==> src/design/pst_pkg.sv <==
// ----------------------------------------------------------------------------
// pst_pkg
// Shared types and constants of the partition scatter-add node table.
// ----------------------------------------------------------------------------
`default_nettype none

package pst_pkg;

   localparam int ROWS     = 4096;
   localparam int MAX_FEAT = 64;

   localparam int ROW_W   = $clog2(ROWS);
   localparam int FEAT_W  = (MAX_FEAT > 1) ? $clog2(MAX_FEAT) : 1;
   localparam int FADDR_W = ROW_W + FEAT_W;

   localparam int CSR_AW = 4;
   localparam int CSR_DW = 32;

   localparam int REQ_DW = 72;
   localparam int RSP_DW = 80;

   localparam logic [1:0] CMD_LOAD = 2'd0;
   localparam logic [1:0] CMD_ACC  = 2'd1;
   localparam logic [1:0] CMD_READ = 2'd2;

   localparam logic [2:0] ST_OK      = 3'd0;
   localparam logic [2:0] ST_OUTSIDE = 3'd1;
   localparam logic [2:0] ST_BAD_EL  = 3'd2;
   localparam logic [2:0] ST_NEG_DEG = 3'd3;
   localparam logic [2:0] ST_ROW_RNG = 3'd4;

   localparam logic [1:0] REG_PART_BASE  = 2'd0;
   localparam logic [1:0] REG_PART_LIMIT = 2'd1;
   localparam logic [1:0] REG_FEAT_COUNT = 2'd2;

   typedef struct packed {
      logic [30:0] part_base;
      logic [30:0] part_limit;
      logic [6:0]  feat_count;
   } cfg_type;

   typedef struct packed {
      logic load_in;
      logic check_en;
      logic rd_en;
      logic exec_en;
   } ctrl_cmd_type;

   typedef struct packed {
      logic err;
      logic out_free;
   } dp_status_type;

endpackage

`default_nettype wire

==> src/design/pst_csr.sv <==
// ----------------------------------------------------------------------------
// pst_csr
// Configuration registers behind the APB-style port.
// ----------------------------------------------------------------------------
`default_nettype none

module pst_csr
   import pst_pkg::*;
(
   input  wire logic              clock,
   input  wire logic              reset,
   input  wire logic              csr_psel,
   input  wire logic              csr_penable,
   input  wire logic              csr_pwrite,
   input  wire logic [CSR_AW-1:0] csr_paddr,
   input  wire logic [CSR_DW-1:0] csr_pwdata,
   output logic      [CSR_DW-1:0] csr_prdata,
   output logic                   csr_pready,
   output cfg_type                cfg
);

   logic [30:0] part_base_ff, part_base_in;
   logic [30:0] part_limit_ff, part_limit_in;
   logic [6:0]  feat_count_ff, feat_count_in;
   logic        wr;
   logic [1:0]  idx;

   assign csr_pready = 1'b1;
   assign wr  = csr_psel & csr_penable & csr_pwrite;
   assign idx = csr_paddr[3:2];

   always_comb begin
      part_base_in  = part_base_ff;
      part_limit_in = part_limit_ff;
      feat_count_in = feat_count_ff;
      if (wr) begin
         case (idx)
            REG_PART_BASE:  part_base_in  = csr_pwdata[30:0];
            REG_PART_LIMIT: part_limit_in = csr_pwdata[30:0];
            REG_FEAT_COUNT: feat_count_in = csr_pwdata[6:0];
            default: ;
         endcase
      end
   end

   always_ff @(posedge clock) begin
      if (reset) begin
         part_base_ff  <= '0;
         part_limit_ff <= '0;
         feat_count_ff <= 7'd1;
      end else begin
         part_base_ff  <= part_base_in;
         part_limit_ff <= part_limit_in;
         feat_count_ff <= feat_count_in;
      end
   end

   always_comb begin
      case (idx)
         REG_PART_BASE:  csr_prdata = {1'b0, part_base_ff};
         REG_PART_LIMIT: csr_prdata = {1'b0, part_limit_ff};
         REG_FEAT_COUNT: csr_prdata = {25'd0, feat_count_ff};
         default:        csr_prdata = '0;
      endcase
   end

   assign cfg.part_base  = part_base_ff;
   assign cfg.part_limit = part_limit_ff;
   assign cfg.feat_count = feat_count_ff;

endmodule

`default_nettype wire

==> config.mk <==
export PLATFORM = sky130hd
export DESIGN_NAME = pst_csr
export DESIGN_NICKNAME = d
export VERILOG_FILES = /design/src/design/pst_pkg.sv /design/src/design/pst_csr.sv
export SDC_FILE = /design/constraint.sdc
export NUM_CORES = 1
export LEC_CHECK = 0
export BUFFER_PORTS_ARGS = -buffer_cell sky130_fd_sc_hd__buf_2
export CORE_MARGIN = 5
export CORE_UTILIZATION = 52
export CTS_CLUSTER_DIAMETER = 60
export DETAILED_ROUTE_END_ITERATION = 12
export PLACE_DENSITY_LB_ADDON = 0.25
export SLEW_MARGIN = 20
export SYNTH_ARGS = -nofsm -noshare
export SYNTH_HDL_FRONTEND = slang
export SYNTH_SLANG_ARGS = --single-unit
==> constraint.sdc <==
create_clock -name clock -period 1.8 [get_ports clock]
set_input_delay 0.27 -clock clock [delete_from_list [all_inputs] [get_ports clock]]
set_output_delay 0.27 -clock clock [all_outputs]
set_load 0.02 [all_outputs]
==> reports/summary.txt <==
OUTCOME
------------------------------------------------------------------------------------
Result of the run ..................................................... finished clean

DRT
------------------------------------------------------------------------------------
Sum of routed wire length over all layers .............................      7940 um
Vias after detailed routing ...........................................         2797
Average vias per placed instance ......................................         5.00
WL met3 ...............................................................       572 um
Drt first-iter violations .............................................           50
Wire length on met2 ...................................................      3820 um
DRC errors left .......................................................            0
DR pass1 iterations ...................................................            4
Number of nets with antenna violations after routing ..................            0
Uppermost routed layer ................................................         met4
Met1 Routed Length ....................................................      3420 um
Average wire length per cell after detail routing .....................      14.2 um

CRITICAL PATH
------------------------------------------------------------------------------------
Crit-path most repeated cell ..........................................        buf_2
Standard cell with the maximum stage delay on the critical path .......        buf_2
Cell breakdown of the critical path ................................... buf_2 -> nor2b_1 -> buf_4 -> nand2_1 -> o21ai_0 -> buf_2
Highest cell delay on the worst timing path ...........................       280 ps
Count of buffering cells on the critical path with inverters included .            3
Data arrival time of the worst path ...................................      1270 ps
Setup crit start kind ................................................. primary input
Kind of cell adding the most delay to the critical path ............... buffers and inverters
CP endpoint kind ...................................................... primary output
Category of the critical setup timing path ............................    in -> out
Data required time of the critical path ...............................      1530 ps
Worst Path Max Fanout .................................................           15

DIE
------------------------------------------------------------------------------------
Total core area .......................................................    6350 um^2
Initial standard-cell utilization of the core .........................        53.5%
Boundary pin count ....................................................          143
Number of rows created at floorplan ...................................           29
Height of the chip ....................................................      90.9 um
Floorplan die width ...................................................      90.9 um
Area enclosed by the die boundary .....................................    8250 um^2

STA
------------------------------------------------------------------------------------
Crit path setup slack, layout .........................................       258 ps
Final Cycle Share .....................................................        85.7%
Final Max Tran Viols ..................................................            0
Minimum clock period after layout .....................................      1540 ps
RSZ-0062 raised after global routing ..................................           no
Highest attainable clock frequency ....................................      648 MHz
Total Negative Setup Slacks ...........................................         0 ps
Final worst clock skew ................................................         0 ps
Final setup violation count ...........................................            0
Post-Route Hold Slack .................................................       226 ps
Final Hold Vio Count ..................................................            0

FINAL LAYOUT
------------------------------------------------------------------------------------
Fraction of layout instances using a drive strength above 1 ...........        35.1%
Seq. cell area ........................................................    1380 um^2
Total of fill cells in the finished design ............................          534
Non-Filler Instances ..................................................          559
Area of the multi-input gates .........................................    1860 um^2
Final-stage net count .................................................          518
Area growth from synthesis to layout ..................................        27.0%
Number of antenna repair diodes .......................................            0

POWER
------------------------------------------------------------------------------------
Static leakage power ..................................................      2.27 nW
Switch share ..........................................................        24.3%
Power per cell area ...................................................  691 nW/um^2
Combinational share of power ..........................................        10.5%
Share of power burned in the clock network ............................        37.2%
Cell internal pwr .....................................................      2.26 mW
Sequential share of power .............................................        52.3%
Design Power ..........................................................      2.98 mW
Net switching component of the power ..................................       726 uW
Largest vdd supply drop ...............................................     0.438 mV

CLOCKING
------------------------------------------------------------------------------------
Number of buffers created by CTS ......................................            9
Clock Tree Root .......................................................     clkbuf_8
CTS clk-pin slew, worst paths .........................................        70 ps
Clk sink count ........................................................           69
Number of H-tree branching levels .....................................            3
Clock tree from TritonCTS .............................................         done
Post-CTS setup-driven buffer insertion count ..........................            0
Clk_lat worst skew ....................................................       320 ps
Maximum count of clock buffers along a single path ....................            2
Number of buffers inserted by hold repair at cts ......................            0
Quantity of gates resized following cts ...............................            0

GLOBAL ROUTE
------------------------------------------------------------------------------------
Overflow left after global routing ....................................            0
Wire length of the first global-routing pass ..........................     12900 um
Antenna violations before repair ......................................            0
GRT Overall Usage .....................................................        18.6%
Largest net degree at the start of global routing .....................          102
Number of global-route vias before repair .............................         2732

PLACED DESIGN
------------------------------------------------------------------------------------
Placed cell count .....................................................          543
HPWL after detailed placement .........................................      5820 um
Pre-CTS setup slack ...................................................       202 ps
# port buffers ........................................................          137
Final estimated routing congestion in global placement ................        0.766

LOGIC SYNTHESIS
------------------------------------------------------------------------------------
Fraction of synthesized cell area taken by the top area cell type .....        40.6%
Main flop type after synthesis ........................................      dfxtp_1
Part of the Yosys area used for sequential elements ...................        40.6%
Number of warnings printed during yosys synthesis .....................            0
Number of synthesized flops with an enable pin ........................            0
Average size of a mapped cell .........................................    9.83 um^2
Post-synthesis cell area ..............................................    3400 um^2
Async S/R FF share, synth .............................................           0%
Syn_nets ..............................................................          387
Cell with the most instances after synthesis ..........................      mux2i_1
Cell types with the largest area share after synthesis ................ dfxtp_1 (41%), mux2i_1 (29%), nand2b_1 (18%)
Number of cells produced by synthesis .................................          346
Leading area contributor after synthesis ..............................      dfxtp_1
Number of synthesized register bits ...................................           69
Most common library cells after synthesis ............................. mux2i_1 (100), nand2b_1 (99), dfxtp_1 (69)
Post-synth cell types .................................................           19

HOLD PATH
------------------------------------------------------------------------------------
Worst hold path class .................................................    in -> reg

JOB
------------------------------------------------------------------------------------
Number of max-cap violations ..........................................            0

[flip-flops by register name, summed over array words and instances (netlist names)]
register / cells
part_limit_ff: 31
part_base_ff: 31
feat_count_ff: 7
[worst paths after layout]
path | from | end | slack (ps) | cells past startpoint
worst max register to register | part_limit_ff[13] | part_limit_ff[13] | 1130 | 2
worst min register to register | part_base_ff[29] | part_base_ff[29] | 490 | 2
worst min-delay path | csr_pwdata[27] | part_base_ff[27] | 230 | 3
worst max-delay path | csr_paddr[3] | csr_prdata[0] | 260 | 6
[per-stage QoR]
step / area, um^2 / util (%)
3_5_place_dp: 4140 / 65.2
2_1_floorplan: 3400 / -
6_report: 4320 / 68.0
4_1_cts: 4320 / 68.0
5_1_grt: 4320 / 68.0
3_3_place_gp: 4140 / 65.2
[worst register-to-register path, stage by stage, from the launching register on]
cell and delay, ps:
dfxtp_1 370, nand2b_1 90, mux2i_1 140
[placed cells by master (no fill, tap or decap)]
cell,instances
o21ai_0,7
clkbuf_8,11
buf_4,10
nor2_1,26
clkinvlp_4,1
clkinv_2,3
buf_12,2
nand3_2,1
nand2b_1,99
mux2i_1,100
dfxtp_1,69
nor3_4,1
or3_2,1
nor3b_2,1
nand2_1,7
nor2b_1,1
nand4_2,1
conb_1,2
clkbuf_1,1
buf_2,137
or3b_1,1
[kinds of logic after synthesis]
| kind of cell | Yosys count | synth area share [%] |
|---|---|---|
| other | 2 | 0.221 |
| buffers and inverters | 29 | 4.97 |
| AO/OA/AOI/OAI | 7 | 1.03 |
| AND/OR/NAND/NOR | 139 | 23.7 |
| multiplexers | 100 | 29.4 |
| flip-flops | 69 | 40.6 |
[area by class of cell]
| type | instances | share of cell area [%] |
|---|---|---|
| Multi-Input combinational cell | 248 | 43.1 |
| Clock buffer | 12 | 3.59 |
| Tap cell | 77 | 2.23 |
| Sequential cell | 69 | 32.0 |
| Clock inverter | 4 | 0.522 |
| Timing Repair Buffer | 149 | 18.6 |
[per-layer routing]
layer / track usage [%] / up-vias
met5: 0 / -
met4: 6.23 / 0
met3: 4.67 / 12
met2: 31.7 / 84
met1: 22.8 / 1301
li1: - / 1400
[power groups by stage]
stage	Clock (mW)	Combinational, mW	Sequential, mW
final	1.11	0.312	1.56
after global routing	1.22	0.339	1.56
after detailed placement	0	0.316	1.60
after floorplan	0	0.185	1.62
after CTS	1.13	0.316	1.56
after global placement	0	0.310	1.60
Power figures use the tool's default switching activity.
