`config.mk`:
```
export PLATFORM = sky130hd
export DESIGN_NAME = pst_ctrl
export DESIGN_NICKNAME = d
export VERILOG_FILES = /design/src/design/pst_pkg.sv /design/src/design/pst_ctrl.sv
export SDC_FILE = /design/constraint.sdc
export NUM_CORES = 1
export LEC_CHECK = 0
export BUFFER_PORTS_ARGS = -buffer_cell sky130_fd_sc_hd__buf_2
export CAP_MARGIN = 40
export CORE_AREA = 2 2 39 41
export DETAILED_ROUTE_END_ITERATION = 12
export DIE_AREA = 0 0 41 43
export SYNTH_ARGS = -nofsm -noshare
export SYNTH_HDL_FRONTEND = slang
export SYNTH_SLANG_ARGS = --single-unit
```
`constraint.sdc`:
```
create_clock -name clock -period 1.4 [get_ports clock]
set_clock_uncertainty 0.15 [all_clocks]
set_input_delay 0.14 -clock clock [delete_from_list [all_inputs] [get_ports clock]]
set_output_delay 0.14 -clock clock [all_outputs]
set_load 0.02 [all_outputs]
```
`src/design/pst_pkg.sv`:
```
// ----------------------------------------------------------------------------
// pst_pkg
// Shared types and constants of the partition scatter-add node table.
// ----------------------------------------------------------------------------
`default_nettype none

package pst_pkg;

   localparam int ROWS     = 4096;
   localparam int MAX_FEAT = 64;

   localparam int ROW_W   = $clog2(ROWS);
   localparam int FEAT_W  = (MAX_FEAT > 1) ? $clog2(MAX_FEAT) : 1;
   localparam int FADDR_W = ROW_W + FEAT_W;

   localparam int CSR_AW = 4;
   localparam int CSR_DW = 32;

   localparam int REQ_DW = 72;
   localparam int RSP_DW = 80;

   localparam logic [1:0] CMD_LOAD = 2'd0;
   localparam logic [1:0] CMD_ACC  = 2'd1;
   localparam logic [1:0] CMD_READ = 2'd2;

   localparam logic [2:0] ST_OK      = 3'd0;
   localparam logic [2:0] ST_OUTSIDE = 3'd1;
   localparam logic [2:0] ST_BAD_EL  = 3'd2;
   localparam logic [2:0] ST_NEG_DEG = 3'd3;
   localparam logic [2:0] ST_ROW_RNG = 3'd4;

   localparam logic [1:0] REG_PART_BASE  = 2'd0;
   localparam logic [1:0] REG_PART_LIMIT = 2'd1;
   localparam logic [1:0] REG_FEAT_COUNT = 2'd2;

   typedef struct packed {
      logic [30:0] part_base;
      logic [30:0] part_limit;
      logic [6:0]  feat_count;
   } cfg_type;

   typedef struct packed {
      logic load_in;
      logic check_en;
      logic rd_en;
      logic exec_en;
   } ctrl_cmd_type;

   typedef struct packed {
      logic err;
      logic out_free;
   } dp_status_type;

endpackage

`default_nettype wire

```
`src/design/pst_ctrl.sv`:
```
// ----------------------------------------------------------------------------
// pst_ctrl
// Sequencer: accept, check, store read, execute and write back.
// ----------------------------------------------------------------------------
`default_nettype none

module pst_ctrl
   import pst_pkg::*;
(
   input  wire logic          clock,
   input  wire logic          reset,
   input  wire logic          req_tvalid,
   output logic               req_tready,
   input  dp_status_type      status,
   output ctrl_cmd_type       cmd
);

   typedef enum logic [3:0] {
      S_IDLE  = 4'b0001,
      S_CHECK = 4'b0010,
      S_READ  = 4'b0100,
      S_EXEC  = 4'b1000
   } state_type;

   state_type state_ff, state_in;

   assign req_tready = (state_ff == S_IDLE);

   always_comb begin
      state_in     = state_ff;
      cmd          = '0;
      case (state_ff)
         S_IDLE: begin
            if (req_tvalid) begin
               cmd.load_in = 1'b1;
               state_in    = S_CHECK;
            end
         end
         S_CHECK: begin
            cmd.check_en = 1'b1;
            state_in     = S_READ;
         end
         S_READ: begin
            cmd.rd_en = ~status.err;
            state_in  = S_EXEC;
         end
         S_EXEC: begin
            if (status.out_free) begin
               cmd.exec_en = 1'b1;
               state_in    = S_IDLE;
            end
         end
         default: state_in = S_IDLE;
      endcase
   end

   always_ff @(posedge clock) begin
      if (reset) begin
         state_ff <= S_IDLE;
      end else begin
         state_ff <= state_in;
      end
   end

endmodule

`default_nettype wire

```
==> results of run 1 <==
-- routing by layer --
layer / vias to the layer above / track usage
li1: 122 / -
met3: 0 / 0.0314
met1: 105 / 0.0836
met4: 0 / 0.0400
met2: 5 / 0.0906
met5: - / 0
-- cell usage after synthesis, drive strengths merged --
| master | count | area share |
|---|---|---|
| nor3 | 2 | 0.043 |
| a211o | 1 | 0.038 |
| nand2 | 1 | 0.016 |
| nor3b | 2 | 0.087 |
| and2b | 1 | 0.033 |
| a2111oi | 1 | 0.065 |
| nor2b | 2 | 0.054 |
| and2 | 1 | 0.027 |
| nor2 | 2 | 0.033 |
| o311ai | 1 | 0.038 |
| dfxtp | 4 | 0.35 |
| o21bai | 1 | 0.033 |
| nand3b | 2 | 0.065 |
| nor4b | 1 | 0.065 |
| o21ai | 1 | 0.022 |
| inv | 2 | 0.033 |
-- report_power, final --
group	switching, W	leakage [nW]	internal, W
sequential	0.0000209	0.0341	0.000130
combinational	0.0000634	0.119	0.0000771
clock	0.0000438	0.0138	0.0000957
-- how the worst min path moves through the flow --
stage,startpoint,to,slack (ns),depth (start not counted)
2_1_floorplan,reset,state_ff[1]$_SDFFE_PP0P_,0.06,1
3_3_place_gp,reset,state_ff[1]$_SDFFE_PP0P_,0.22,2
3_5_place_dp,reset,state_ff[1]$_SDFFE_PP0P_,0.22,2
4_1_cts,req_tvalid,state_ff[1]$_SDFFE_PP0P_,0.14,3
5_1_grt,status[0],state_ff[3]$_SDFFE_PP0P_,0.19,4
6_report,req_tvalid,state_ff[1]$_SDFFE_PP0P_,0.15,3
-- kinds of logic after synthesis --
group,count (synthesis)
and+or+nand+nor,14
DFF,4
AOI/OAI and AO/OA,5
buffers and inverters,2
-- cell type report --
| type | instances | area share |
|---|---|---|
| Clock buffer | 3 | 0.0604 |
| Multi-Input combinational cell | 19 | 0.426 |
| Tap cell | 16 | 0.0537 |
| Inverter | 2 | 0.0201 |
| Sequential cell | 4 | 0.235 |
| Timing Repair Buffer | 12 | 0.205 |
-- timing repair --
| item | CTS | global route |
|---|---|---|
| buffers inserted | 1 | 1 |
| gates resized for setup | 9 | 0 |
| hold endpoints to repair | 3 | 0 |
| pin swaps | 3 | 1 |
| setup endpoints to repair | 4 | 6 |
| hold buffers | 1 | 0 |
-- metrics by stage --
step | utilization | instance area, sq um | worst slack (ns)
2_1_floorplan | - | 241 | 0.0113
3_3_place_gp | 0.222 | 307 | 0.0344
3_5_place_dp | 0.222 | 307 | -0.00285
4_1_cts | 0.264 | 365 | -0.0879
5_1_grt | 0.269 | 373 | -0.148
6_report | 0.269 | 373 | -0.0762
-- critical path, delay by kind of cell (launching register included) --
family        cells  cell delay, ns
buf+inv           1            0.11
simple gates      2            0.51
flops             1            0.34
==> results.toml, run 1 <==
[yosys]
synth_area_sq_um = 230
syn_inst = 25
synth_nets = 30
synth-xor-area-share = 0
synth.ff_latch_count = 4
postSynthAreaPerCell_sq_um = 9.21
ys_types = 17
ys_seq_area_frac = 0.348
synth_adder_area_share = 0
synth_top_family_by_area = "simple AND/OR/NAND/NOR gates"
synth_compound_area_frac = 0.196
synthSimpleGateAreaFrac = 0.424
yosysWarnings = 0
synth_mux_area_frac = 0

[routing]
wl_met3_microns = 32
dr_wl_met2_microns = 241
wl_per_cell_microns = 9.07
top_layer = "met3"
vias = 232
post-route-drc-count = 0
vias_per_cell = 4.14
drt_iter0_markers = 3
wl_met1_microns = 234
firstDrtPassIters = 2
wirelength_microns = 508
ant_nets = 0

[timing]
slew_headroom = 0.771
holdWs_ns = 0.149
grt_setup_unrepaired = "yes"
setup_viol = 1
fin_crit_sh = 1.05
min_period_ns = 1.48
maxSlewViolCount = 0
hold_viol = 0
fin_ws_ns = -0.0762
tightest_slew_ns = 0.340
tns_ns = -0.0762
max_freq_mhz = 677

[cells_and_area]
seq_area_sq_um = 87.6
mostFrequentLayoutCell = "buf_2"
nets = 47
drive_above_1_share = 0.600
final_cell_mix = "8 x buf_2, 3 x clkbuf_4, 3 x dfxtp_2"
top_regs = "state_ff x4"
fillCellCount = 156
diodes = 0
final_cells = 56
regMostFlops = "state_ff"
largest_register_ffs = 4
syn_to_final_growth_pct = 62.0
multi_input_area_sq_um = 159

[run_status]
status = "complete, but fails checks"
violations = "setup timing"

[floorplanning]
ioPinCount = 10
start_util = 0.166
die_w_microns = 41
fp.coreArea_sq_um = 1380
rows = 14
die_y_microns = 43
die_area_sq_um = 1760

[setup_path]
start_kind = "flop"
slowest_stage = "dfxtp_4"
cp.required_ns = 1.11
critPathLaunch = "state_ff[1]$_SDFFE_PP0P_"
rr_endpoint = "state_ff[0]$_SDFFE_PP1P_"
crit_chain = "nor4b_4 > and2_4 > buf_6"
crit_arrival_ns = 1.19
reg2reg_slack_ns = 0.09
rr_worst_depth = 3
reg2reg_from = "state_ff[3]$_SDFFE_PP0P_"
path_class = "flop to output port"
critical_path.endpoint_type = "output port"
worstSetupEndpoint = "cmd[3]"
slowest_delay_ns = 0.34
critPathMaxFanout = 3

[run]
drv_cap = 0

[pwr]
power_w = 0.000431
p_leak_nw = 0.167
ir_drop_v = 0.000489
p_per_area_nw_per_um2 = 1160

[global_routing]
grt_remaining_overflow = 0
grt_usage = 0.0673
grt_pass1_wl_microns = 759
antenna_found_initial = 0
grt_pass1_vias = 208
grt_start_max_net_pins = 8

[placed_design]
placed_cells = 50
io_buffer_count = 9
hpwl_microns = 395
gp_congestion = 0.686

[clock_tree]
clk_latency_ns = 0.23
cts_root_buf = "clkbuf_4"
cts.sinks = 4
htree_levels = 1
cts.clk_slew.worst_paths_ns = 0.04
cts_tree = "built"
cts_buffers = 3
ctsLongestPathBuffers = 2

[hold_path]
min_path_type = "primary input to flop"
No activity file was read; power rests on OpenSTA's default activity.
==> run 2, diff against run 1 <==
--- a/config.mk
+++ b/config.mk
@@ -5,11 +5,14 @@
 export SDC_FILE = /design/constraint.sdc
 export NUM_CORES = 1
 export LEC_CHECK = 0
+export ABC_CLOCK_PERIOD_IN_PS = 1400
 export BUFFER_PORTS_ARGS = -buffer_cell sky130_fd_sc_hd__buf_2
 export CAP_MARGIN = 40
 export CORE_AREA = 2 2 39 41
 export DETAILED_ROUTE_END_ITERATION = 12
 export DIE_AREA = 0 0 41 43
+export GPL_TIMING_DRIVEN = 0
+export SKIP_CTS_REPAIR_TIMING = 1
 export SYNTH_ARGS = -nofsm -noshare
 export SYNTH_HDL_FRONTEND = slang
 export SYNTH_SLANG_ARGS = --single-unit
==> run 2 against run 1 <==
The flow still finishes with violations (setup timing). Clock-buffer cell count unchanged. Fmax about the same. Register-to-register slack worse by 0.06 ns. Combinational power up 8%. Sequential share of layout area down 1.3 points. Sequential power up 5%. Via count up 4.7%. Clock power about the same. Final area up 12%. Final cell count up 3.6%. Critical path depth unchanged. Die area unchanged. Critical endpoint unchanged. Largest power group unchanged.
==> results.toml, run 2 (synthesis results as in run 1) <==
[timing]
max_freq_mhz = 677
fin_crit_sh = 1.06
hold_viol = 0
grt_setup_unrepaired = "yes"
slew_headroom = 0.716
setup_viol = 1
tns_ns = -0.0773
maxSlewViolCount = 0
tightest_slew_ns = 0.420
fin_ws_ns = -0.0773
min_period_ns = 1.48

[placed_design]
hpwl_microns = 404
post-place-ws_ns = -0.0161
gp_congestion = 0.662
io_buffer_count = 9
placed_cells = 50

[setup_path]
crit_arrival_ns = 1.19
rr_worst_depth = 3
start_kind = "flop"
cp.required_ns = 1.11
path_class = "flop to output port"
critical_path.endpoint_type = "output port"
critPathMaxFanout = 4

[routing]
vias_per_cell = 4.19
firstDrtPassIters = 2
post-route-drc-count = 0
wl_per_cell_microns = 10.7
wirelength_microns = 618
vias = 243
ant_nets = 0
drt_iter0_markers = 5

[clock_tree]
cts_root_buf = "clkbuf_4"
cts.clk_slew.worst_paths_ns = 0.03
htree_levels = 1
cts_tree = "built"
cts_buffers = 3
cts.sinks = 4
ctsLongestPathBuffers = 2
clk_latency_ns = 0.23

[pwr]
p_per_area_nw_per_um2 = 1070
p_leak_nw = 0.188
netSwitchingFraction = 0.306
p_seq_frac = 0.355
ir_drop_v = 0.000540
power_w = 0.000448
combPwrFrac = 0.339
power.switching_w = 0.000137
clkPwrFrac = 0.306
intPower_w = 0.000311

[global_routing]
grt_start_max_net_pins = 8
antenna_found_initial = 0
grt_remaining_overflow = 0
grt_pass1_vias = 223
grt_pass1_wl_microns = 876
grt_usage = 0.0793

[cells_and_area]
regMostFlops = "state_ff"
top_regs = "state_ff x4"
final_cell_mix = "7 x buf_2, 5 x buf_4, 3 x clkbuf_4, 3 x dfxtp_4"
mostFrequentLayoutCell = "buf_2"
final_cells = 58
syn_to_final_growth_pct = 81.0
utilization = 0.301
drive_above_1_share = 0.667
largest_register_ffs = 4
diodes = 0
nets = 49

[floorplanning]
die_y_microns = 43
die_area_sq_um = 1760
die_w_microns = 41
ioPinCount = 10
rows = 14
fp.coreArea_sq_um = 1380
start_util = 0.166

[hold_path]
min_path_type = "primary input to flop"
holdPathStages = 3

[run]
drv_cap = 0

[run_status]
violations = "setup timing"
status = "complete, but fails checks"
run 2: cell count changes in the layout (fill, tap and decap cells not counted), sizes merged:
cell and change:
buf +2
run 2: worst paths after layout:
check / startpoint / to / slack [ns]
worst max register to register: state_ff[0]$_SDFFE_PP1P_ / state_ff[0]$_SDFFE_PP1P_ / 0.03
worst min register to register: state_ff[1]$_SDFFE_PP0P_ / state_ff[3]$_SDFFE_PP0P_ / 0.29
worst max-delay path: state_ff[1]$_SDFFE_PP0P_ / cmd[3] / -0.08
worst min-delay path: req_tvalid / state_ff[1]$_SDFFE_PP0P_ / 0.15
run 2: area by class of cell:
type / count / area (sq um)
fillers: 142 / 967
well taps: 16 / 20.0
repair buffers: 14 / 93.8
clock buffers: 3 / 22.5
inverters: 2 / 7.51
multi-input cells: 19 / 180
flip-flops and latches: 4 / 92.6
run 2: power groups by stage:
stage	Sequential [W]	Combinational (W)	Clock, W
after floorplan	0.000147	0.0000913	0
after global placement	0.000152	0.000120	0
after detailed placement	0.000153	0.000122	0
after CTS	0.000151	0.000123	0.000147
after global routing	0.000163	0.000165	0.000159
final	0.000159	0.000152	0.000137
run 2: stage by stage:
step                cell area (sq um)  hold slack (ns)
global placement                  307            0.220
detailed placement                307            0.224
CTS                               329          -0.0216
finish                            417            0.154
floorplan                         241           0.0616
global route                      417            0.171
run 2: critical path, cell delays in order (launching register included):
cell	delay (ns)
dfxtp_4	0.35
nor4b_4	0.30
and2_4	0.20
buf_6	0.11
run 2: layer usage:
layer / routed length (microns) / vias up / GRT usage / share of wire
met2: 330 / 5 / 0.0969 / 0.53
met1: 259 / 110 / 0.0965 / 0.42
met4: 0 / 0 / 0.0600 / 0
li1: - / 128 / - / -
met5: 0 / - / 0 / 0
met3: 28 / 0 / 0.0471 / 0.045
==> run 3, diff against run 2 <==
--- a/config.mk
+++ b/config.mk
@@ -5,10 +5,11 @@
 export SDC_FILE = /design/constraint.sdc
 export NUM_CORES = 1
 export LEC_CHECK = 0
-export ABC_CLOCK_PERIOD_IN_PS = 1400
+export ABC_CLOCK_PERIOD_IN_PS = 1300
 export BUFFER_PORTS_ARGS = -buffer_cell sky130_fd_sc_hd__buf_2
 export CAP_MARGIN = 40
 export CORE_AREA = 2 2 39 41
+export CTS_BUF_LIST = sky130_fd_sc_hd__clkbuf_16
 export DETAILED_ROUTE_END_ITERATION = 12
 export DIE_AREA = 0 0 41 43
 export GPL_TIMING_DRIVEN = 0
==> constraint.sdc (replaced) <==
create_clock -name clock -period 1.3 [get_ports clock]
set_clock_uncertainty 0.15 [all_clocks]
set_input_delay 0.13 -clock clock [delete_from_list [all_inputs] [get_ports clock]]
set_output_delay 0.13 -clock clock [all_outputs]
set_load 0.02 [all_outputs]
==> run 3 against run 2 <==
The run still ends with setup timing left. Critical path depth is the same. Sequential power grew 7%. Setup slack lost 0.067 ns. Hold slack lost 0.0046 ns. Final cell count grew 1.7%. Die area is the same. Utilization grew 4.9 points. Combinational power grew 18%. Sequential share of layout area shrank 3.1 points. Global-route usage shrank 0.19 points. Final area grew 16%. Highest routed layer unchanged.
==> results.toml, run 3 (synthesis results as in run 1) <==
[global_routing]
grt_start_max_net_pins = 8
grt_remaining_overflow = 0
grt_pass1_wl_microns = 876
grt_usage = 0.0774
antenna_found_initial = 0
grt_pass1_vias = 221

[clock_tree]
cts_tree = "built"
cts_root_buf = "clkbuf_16"
cts_buffers = 3
cts.sinks = 4
clk_latency_ns = 0.22
cts.clk_slew.worst_paths_ns = 0.03
ctsLongestPathBuffers = 2
htree_levels = 1

[placed_design]
hpwl_microns = 426
placed_cells = 50
io_buffer_count = 9
gp_congestion = 0.676

[setup_path]
critical_path.endpoint_type = "output port"
crit_arrival_ns = 1.16
critPathMaxFanout = 3
path_class = "flop to output port"
reg2reg_from = "state_ff[3]$_SDFFE_PP0P_"
crit_chain = "nor4b_4 > and2_4 > buf_6"
slowest_delay_ns = 0.34
slowest_stage = "dfxtp_4"
start_kind = "flop"
cp.required_ns = 1.02
critPathLaunch = "state_ff[1]$_SDFFE_PP0P_"

[cells_and_area]
final_cell_mix = "6 x buf_2, 5 x buf_4, 3 x clkbuf_16, 3 x buf_6, 3 x dfxtp_4"
diodes = 0
regMostFlops = "state_ff"
syn_to_final_growth_pct = 110
top_regs = "state_ff x4"
largest_register_ffs = 4
nets = 50
mostFrequentLayoutCell = "buf_2"
final_cells = 59
drive_above_1_share = 0.651

[timing]
setup_viol = 5
fin_crit_sh = 1.11
min_period_ns = 1.44
fin_ws_ns = -0.144
slew_headroom = 0.705
tightest_slew_ns = 0.436
hold_viol = 0
maxSlewViolCount = 0
tns_ns = -0.350
max_freq_mhz = 692
grt_setup_unrepaired = "yes"

[routing]
drt_iter0_markers = 2
wl_per_cell_microns = 11.1
firstDrtPassIters = 2
vias_per_cell = 4.34
ant_nets = 0
wirelength_microns = 652
vias = 256
post-route-drc-count = 0

[pwr]
p_leak_nw = 0.217
p_per_area_nw_per_um2 = 1710
ir_drop_v = 0.00128
power_w = 0.000828

[run_status]
status = "complete, but fails checks"
violations = "setup timing"

[hold_path]
min_path_type = "primary input to flop"
min_from = "req_tvalid"

[run]
drv_cap = 0

[floorplanning]
die_y_microns = 43
die_area_sq_um = 1760
rows = 14
die_w_microns = 41
start_util = 0.166
fp.coreArea_sq_um = 1380
ioPinCount = 10
run 3: worst max-delay path, delay by kind of cell (launching register included):
kind	cells	cell delay, ns
buffers and inverters	1	0.11
DFF	1	0.34
and+or+nand+nor	2	0.49
run 3: worst paths after layout:
check	to	slack, ns	cells past startpoint
setup / recovery	cmd[3]	-0.14	3
hold / removal	state_ff[1]$_SDFFE_PP0P_	0.15	3
setup reg to reg	state_ff[0]$_SDFFE_PP1P_	-0.04	3
hold reg to reg	state_ff[3]$_SDFFE_PP0P_	0.39	2
run 3: layer usage:
metal / GRT usage / vias up / wire, microns
met5: 0 / - / 0
met4: 0.0200 / 0 / 0
met3: 0.0628 / 0 / 58
met2: 0.106 / 9 / 360
met1: 0.0903 / 117 / 233
li1: - / 130 / -
run 3: cell type report:
type / count / area (sq um)
clock buffers: 3 / 75.1
fillers: 143 / 900
inverters: 2 / 7.51
multi-input cells: 19 / 178
flip-flops and latches: 4 / 92.6
well taps: 16 / 20.0
repair buffers: 15 / 111
run 3: power breakdown:
part / internal, W / leakage [nW] / switching, W
registers: 0.000141 / 0.0348 / 0.0000289
logic: 0.000103 / 0.146 / 0.0000761
clock network: 0.000393 / 0.0370 / 0.0000860
run 3: metrics by stage:
step / hold WS (ns) / util / instance area (sq um) / setup slack (ns)
4_1_cts: -0.0317 / 0.278 / 384 / -0.236
6_report: 0.149 / 0.350 / 484 / -0.144
3_3_place_gp: 0.198 / 0.223 / 309 / -0.0126
3_5_place_dp: 0.202 / 0.223 / 309 / -0.0376
5_1_grt: 0.170 / 0.350 / 484 / -0.191
2_1_floorplan: 0.0450 / - / 244 / -0.0696
